--- config.mk ---
export PLATFORM = sky130hd
export DESIGN_NAME = dgls_mac
export DESIGN_NICKNAME = d
export VERILOG_FILES = /design/src/rtl/core/diag_gaussian_log_score_top_macros.svh /design/src/rtl/core/dgls_pkg.sv /design/src/rtl/core/dgls_mac.sv
export SDC_FILE = /design/constraint.sdc
export NUM_CORES = 2
export LEC_CHECK = 0
export ABC_AREA = 1
export BUFFER_PORTS_ARGS = -buffer_cell sky130_fd_sc_hd__clkbuf_2
export CAP_MARGIN = 20
export CORE_MARGIN = 2
export CORE_UTILIZATION = 58
export DETAILED_ROUTE_END_ITERATION = 8
export PLACE_DENSITY = 0.78
export SETUP_SLACK_MARGIN = 0.05
export SYNTH_ARGS = -nofsm -noshare
export SYNTH_HDL_FRONTEND = slang
export SYNTH_SLANG_ARGS = --single-unit
export TNS_END_PERCENT = 50
--- constraint.sdc ---
create_clock -name clk_i -period 5.31 [get_ports clk_i]
set_input_delay 0.2655 -clock clk_i [delete_from_list [all_inputs] [get_ports clk_i]]
set_output_delay 0.2655 -clock clk_i [all_outputs]
set_load 0.02 [all_outputs]
--- src/rtl/core/diag_gaussian_log_score_top_macros.svh ---
// Assertion macros for the Gaussian log-likelihood scorer.
// Used by diag_gaussian_log_score_top.sv in rtl/core; depends on nothing else.
`ifndef DIAG_GAUSSIAN_LOG_SCORE_TOP_MACROS_SVH
`define DIAG_GAUSSIAN_LOG_SCORE_TOP_MACROS_SVH

// Concurrent assertion on a named clock and active-low reset.
`define DGLS_ASSERT_CLK(lbl, clk, rstn, prop, msg) \
  lbl: assert property (@(posedge clk) disable iff (!rstn) prop) else $error(msg);

// Concurrent assertion on the block's own clock and reset.
`define DGLS_ASSERT(lbl, prop, msg) \
  `DGLS_ASSERT_CLK(lbl, clk_i, rst_ni, prop, msg)

`endif

--- src/rtl/core/dgls_pkg.sv ---
// Shared types and constants of the Gaussian log-likelihood scorer.
// Used by every module in rtl/core; depends on nothing else.
package dgls_pkg;

  localparam int unsigned NUM_ENTRIES_DEF = 256;
  localparam int unsigned FEAT_DIM_DEF    = 64;
  localparam int unsigned DIMS_W          = 7;
  localparam logic [DIMS_W-1:0] DIMS_RESET = 7'd64;
  localparam int unsigned ACC_W           = 64;
  localparam int unsigned FRAC_DROP       = 13;
  localparam int unsigned SCORE_W         = 48;

  typedef enum logic [2:0] {
    REQ_WR_MEAN  = 3'd0,
    REQ_WR_IVAR  = 3'd1,
    REQ_WR_LNORM = 3'd2,
    REQ_WR_FEAT  = 3'd3,
    REQ_SCORE    = 3'd4
  } req_type_e;

  typedef enum logic [1:0] {
    ST_IDLE,
    ST_RUN,
    ST_DRAIN
  } state_e;

  typedef struct packed {
    logic [2:0]         req_type;
    logic [7:0]         entry_index;
    logic [5:0]         dim_index;
    logic signed [31:0] value;
  } req_t;

  typedef struct packed {
    logic [7:0]                entry_index_out;
    logic signed [SCORE_W-1:0] score;
    logic                      saturated;
  } res_t;

  // Write selects into the stores.
  typedef struct packed {
    logic mean;
    logic ivar;
    logic lnorm;
    logic feat;
  } wr_sel_t;

  // One dimension's slot travelling down the multiply-accumulate pipeline.
  typedef struct packed {
    logic vld;
    logic first;
    logic last;
    logic active;
  } tok_t;

endpackage

--- src/rtl/core/dgls_mac.sv ---
// Multiply-accumulate pipeline and final rounding and clipping of the score.
// Takes registered store data one dimension per cycle; depends on dgls_pkg.
module dgls_mac (
  input  logic                          clk_i,
  input  logic                          rst_ni,
  input  dgls_pkg::tok_t                tok_i,
  input  logic [15:0]                   mean_i,
  input  logic [15:0]                   ivar_i,
  input  logic [15:0]                   feat_i,
  input  logic [31:0]                   lnorm_i,
  output logic                          done_o,
  output logic [dgls_pkg::SCORE_W-1:0]  score_o,
  output logic                          sat_o
);
  import dgls_pkg::*;

  tok_t tok_a_q, tok_b_q, tok_c_q, tok_d_q;

  logic signed [16:0] diff;
  logic [16:0]        mag;
  logic [16:0]        mag_b_q;
  logic [15:0]        iv_b_q, iv_c_q;
  logic [33:0]        sq_c_q;
  logic [49:0]        prod_d_q;
  logic [ACC_W-1:0]   acc_q;
  logic               fin_q;
  logic [ACC_W-1:0]   t_q;
  logic               t_vld_q;
  logic [ACC_W-1:0]   ln_ext;
  logic signed [ACC_W-1:0] sh;
  logic [ACC_W-SCORE_W:0]  hi;
  logic               clip;
  logic [SCORE_W-1:0] score_d;
  logic [SCORE_W-1:0] score_q;
  logic               sat_q;
  logic               done_q;

  // Token stages carry control; reset clears them.
  always_ff @(posedge clk_i or negedge rst_ni) begin
    if (!rst_ni) begin
      tok_a_q <= '0;
      tok_b_q <= '0;
      tok_c_q <= '0;
      tok_d_q <= '0;
      fin_q   <= 1'b0;
      t_vld_q <= 1'b0;
      done_q  <= 1'b0;
    end else begin
      tok_a_q <= tok_i;
      tok_b_q <= tok_a_q;
      tok_c_q <= tok_b_q;
      tok_d_q <= tok_c_q;
      fin_q   <= tok_d_q.vld & tok_d_q.last;
      t_vld_q <= fin_q;
      done_q  <= t_vld_q;
    end
  end

  assign diff = $signed({feat_i[15], feat_i}) - $signed({mean_i[15], mean_i});
  assign mag  = diff[16] ? 17'(-diff) : 17'(diff);

  always_ff @(posedge clk_i) begin
    mag_b_q  <= tok_a_q.active ? mag : '0;
    iv_b_q   <= ivar_i;
    sq_c_q   <= 34'(mag_b_q) * 34'(mag_b_q);
    iv_c_q   <= iv_b_q;
    prod_d_q <= 50'(sq_c_q) * 50'(iv_c_q);
    if (tok_d_q.vld) begin
      acc_q <= (tok_d_q.first ? '0 : acc_q) + ACC_W'(prod_d_q);
    end
    if (fin_q) begin
      t_q <= (ln_ext << FRAC_DROP) - acc_q;
    end
    if (t_vld_q) begin
      score_q <= score_d;
      sat_q   <= clip;
    end
  end

  assign ln_ext = {{(ACC_W-32){lnorm_i[31]}}, lnorm_i};

  // The arithmetic shift rounds toward minus infinity.
  assign sh   = $signed(t_q) >>> FRAC_DROP;
  assign hi   = sh[ACC_W-1:SCORE_W-1];
  assign clip = ~((&hi) | ~(|hi));

  always_comb begin
    if (!clip) begin
      score_d = sh[SCORE_W-1:0];
    end else if (sh[ACC_W-1]) begin
      score_d = {1'b1, {(SCORE_W-1){1'b0}}};
    end else begin
      score_d = {1'b0, {(SCORE_W-1){1'b1}}};
    end
  end

  assign done_o  = done_q;
  assign score_o = score_q;
  assign sat_o   = sat_q;

endmodule

==> results.md <==
* Synth-to-layout area growth at 21.7%
* Top cells by area, synth: fa_1 28%, inv_1 13%, nand2_1 11%, edfxtp_1 11%, ha_1 9.8%
* Row Count at 101
* Final worst-path cycle share at 1.09
* GRT Total Usage at 0.347
* Avg Inst Size Synth at 7.61 um^2
* Routability cong. at 1.03
* Ant. Diodes at 0
* CTS tree: done
* Most used DFF post-synth: edfxtp_1
* HP Class: in -> reg
* Antenna violations before repair at 3
* Design Area, Final at 54500 um^2
* Nets at 7437
* DRT antenna net count at 0
* Minimum clock period after layout at 5800 ps
* Worst path max stage delay at 590 ps
* Slowest CP cell: fa_1
* Vias post-DR at 41000
* Commonest cells after routing, fill and taps aside: 1424 x inv_1, 1268 x nand2_1, 598 x fa_1, 379 x nor2_1, 370 x buf_4
* DRC viols at 0
* Failing checks: setup timing
* Setup Skew at 40.6 ps
* Max-slew violations at 0
* Critical R2R Capture: prod_d_q[42]$_DFF_P_
* Initial Utilization at 0.588
* CTS max path bufs at 3
* Clock transition at path regs at 60 ps
* R2R Setup Slk at -490 ps
* Vias in the first global route at 41600
* Largest net degree at the start of global routing at 66
* Post-route worst setup slack at -494 ps
* Final Hold Viols at 0
* Number of distinct library cells after synthesis at 51
* Max cap viols at 0
* Port bufs at 135
* Hold Crit Start: mean_i[0]
* Critical path launch point type: flip-flop
* Yosys top cell area share at 0.283
* Die Y at 282 um
* Syn Inst Count at 5883
* Most common cell on crit path: fa_1
* Drt first pass iters at 7
* Arrival time at the worst endpoint at 6300 ps
* Nature of the critical path endpoint: flip-flop
* Synthesized flop and latch total at 312
* Yosys warns at 0
* Slew @ Worst Pin at 1110 ps
* DP HPWL at 106 mm
* Chip width at 282 um
* Io pins at 136
* Critical path, cell by cell: buf_12 > buf_16 > nand2_4 > inv_2 > fa_1 > inv_1 > fa_1 > inv_1 > fa_1 > fa_2 > fa_1 > inv_2 > fa_1 > inv_2 > ha_4 > a21oi_4 > o21ai_2 > a21oi_2 > o211ai_1 > buf_4 > nand2_4 > nand2_4 > xor2_1
* Root Buffer: clkbuf_16
* Clock Latency Late Sink at 600 ps
* Share of post-route cells with drive strength above 1 at 0.190
* Via/cell ratio at 5.52
* Congestion Overflow GR at 0
* Floorplan core area at 76200 um^2
* Hold Path Depth at 3
* Worst setup path class: reg -> reg
* Register area share after synthesis at 0.178
* Worst-case hold path end point: mag_b_q[0]$_SDFF_PN0_
* Slew margin rel. at 0.261
* CP required at 5800 ps
* Reg-to-Reg Start: iv_c_q[5]$_DFF_P_
* Commonest non-fill, non-tap cell in the layout: inv_1
* First-pass GRT wire length at 216 mm
* Mapped Area at 44800 um^2
* FFs w/ async S/R, synth at 0.0513
* Biggest area consumer among synthesized cells: fa_1
* Clock buffer count from CTS at 41
* DR iter-0 viols at 4049
* EDFF count, synth at 164
* Status: finished, violations left
* CTS Sinks at 312
* R2r worst-path depth at 23
* H-Tree Depth at 2
* RSZ-0062 raised after global routing: yes
* Achievable Freq at 0.172 GHz
* WL/cell at 19.2 um
* Overall routed net length at 143 mm
* Placed Area at 49500 um^2
* Die area at 79500 um^2
* Endpoints failing setup at 52
* Crit Path Max Fanout at 6
==> worst max-delay path: cells and delay by family, from the launching register on <==
kind | cells | cell delay [ps]
buffers and inverters | 8 | 780
xor gates and xnor gates | 1 | 150
adders and majority gates | 7 | 3500
DFF | 1 | 390
AOI/OAI and AO/OA | 4 | 660
and+or+nand+nor | 3 | 200
==> area by class of cell <==
cell class	instances	area (um^2)
well taps	1030	1290
multi-input cells	3889	32800
clock buffers	45	1060
fillers	5558	21700
flip-flops and latches	312	8080
clock inverters	31	267
repair buffers	622	5380
inverters	1502	5640
==> layer usage <==
metal	routed length, um	vias up	global-route usage	part of all wire
met3	12500	648	0.0581	0.088
li1	-	18600	-	-
met2	67400	2124	0.592	0.47
met1	53700	19700	0.433	0.38
met4	8870	6	0.153	0.062
met5	38	-	0	0.00027
==> cells in the mapped netlist (22+ instances only) <==
cell type,count
nor3_1,38
a21o_1,30
fa_1,633
nand3_1,159
nand2_1,1358
dfxtp_1,132
clkbuf_1,180
inv_1,1501
nor2_1,445
xnor2_1,46
ha_1,350
a31oi_1,22
a21oi_1,275
edfxtp_1,164
o21ai_0,199
o21bai_1,36
xor2_1,125
nand4_1,31
==> metrics by stage <==
step	setup WS [ps]	setup TNS (ps)	hold WS [ps]	cells	util
after detailed placement	-434	-10620	213	7265	0.650
after global placement	-456	-8450	196	7265	0.650
final	-494	-11810	34.5	7431	0.715
after floorplan	39.3	0	-30.1	5889	-
after CTS	-159	-1280	17.6	7403	0.700
after global routing	-529	-17430	43.2	7431	0.715
==> state kept, by name (all words and copies together) (netlist names) <==
register,cells
sat_o,1
t_q,51
acc_q,64
tok_d_q,3
tok_a_q,4
tok_b_q,3
prod_d_q,50
fin_q,1
mag_b_q,17
iv_c_q,16
iv_b_q,16
done_o,1
t_vld_q,1
score_o,48
tok_c_q,3
sq_c_q,33
==> what timing repair did <==
action	in CTS	in global routing
gates resized for setup	467	252
gates cloned	9	2
setup endpoints to repair	53	58
pin swaps	138	146
hold buffers	21	0
setup buffers	34	25
hold endpoints to repair	36	0
==> worst max-delay path by stage <==
| stage | from | to | slack (ps) | cells after the start |
|---|---|---|---|---|
| 4_1_cts | iv_c_q[7]$_DFF_P_ | prod_d_q[38]$_DFF_P_ | -160 | 22 |
| 5_1_grt | iv_c_q[1]$_DFF_P_ | prod_d_q[37]$_DFF_P_ | -530 | 21 |
| 6_report | iv_c_q[5]$_DFF_P_ | prod_d_q[42]$_DFF_P_ | -490 | 23 |
| 3_5_place_dp | iv_c_q[4]$_DFF_P_ | prod_d_q[38]$_DFF_P_ | -430 | 22 |
| 3_3_place_gp | iv_c_q[4]$_DFF_P_ | prod_d_q[38]$_DFF_P_ | -460 | 22 |
| 2_1_floorplan | mag_b_q[4]$_SDFF_PN0_ | sq_c_q[30]$_DFF_P_ | 40 | 25 |
==> cells by family (layout without fill, tap and decap cells) <==
logic type                 Yosys count  in the layout  synth area share
buffers and inverters             1688           2200             0.142
adders and majority gates          983            983             0.381
AOI/OAI and AO/OA                  622            622            0.0770
and+or+nand+nor                   2105           2105             0.189
xor gates and xnor gates           171            171            0.0334
DFF                                312            312             0.178
other                                2              8          0.000168
Power is not shown: default switching activity piles up to over one toggle a cycle in this logic, so the estimate is an artifact.
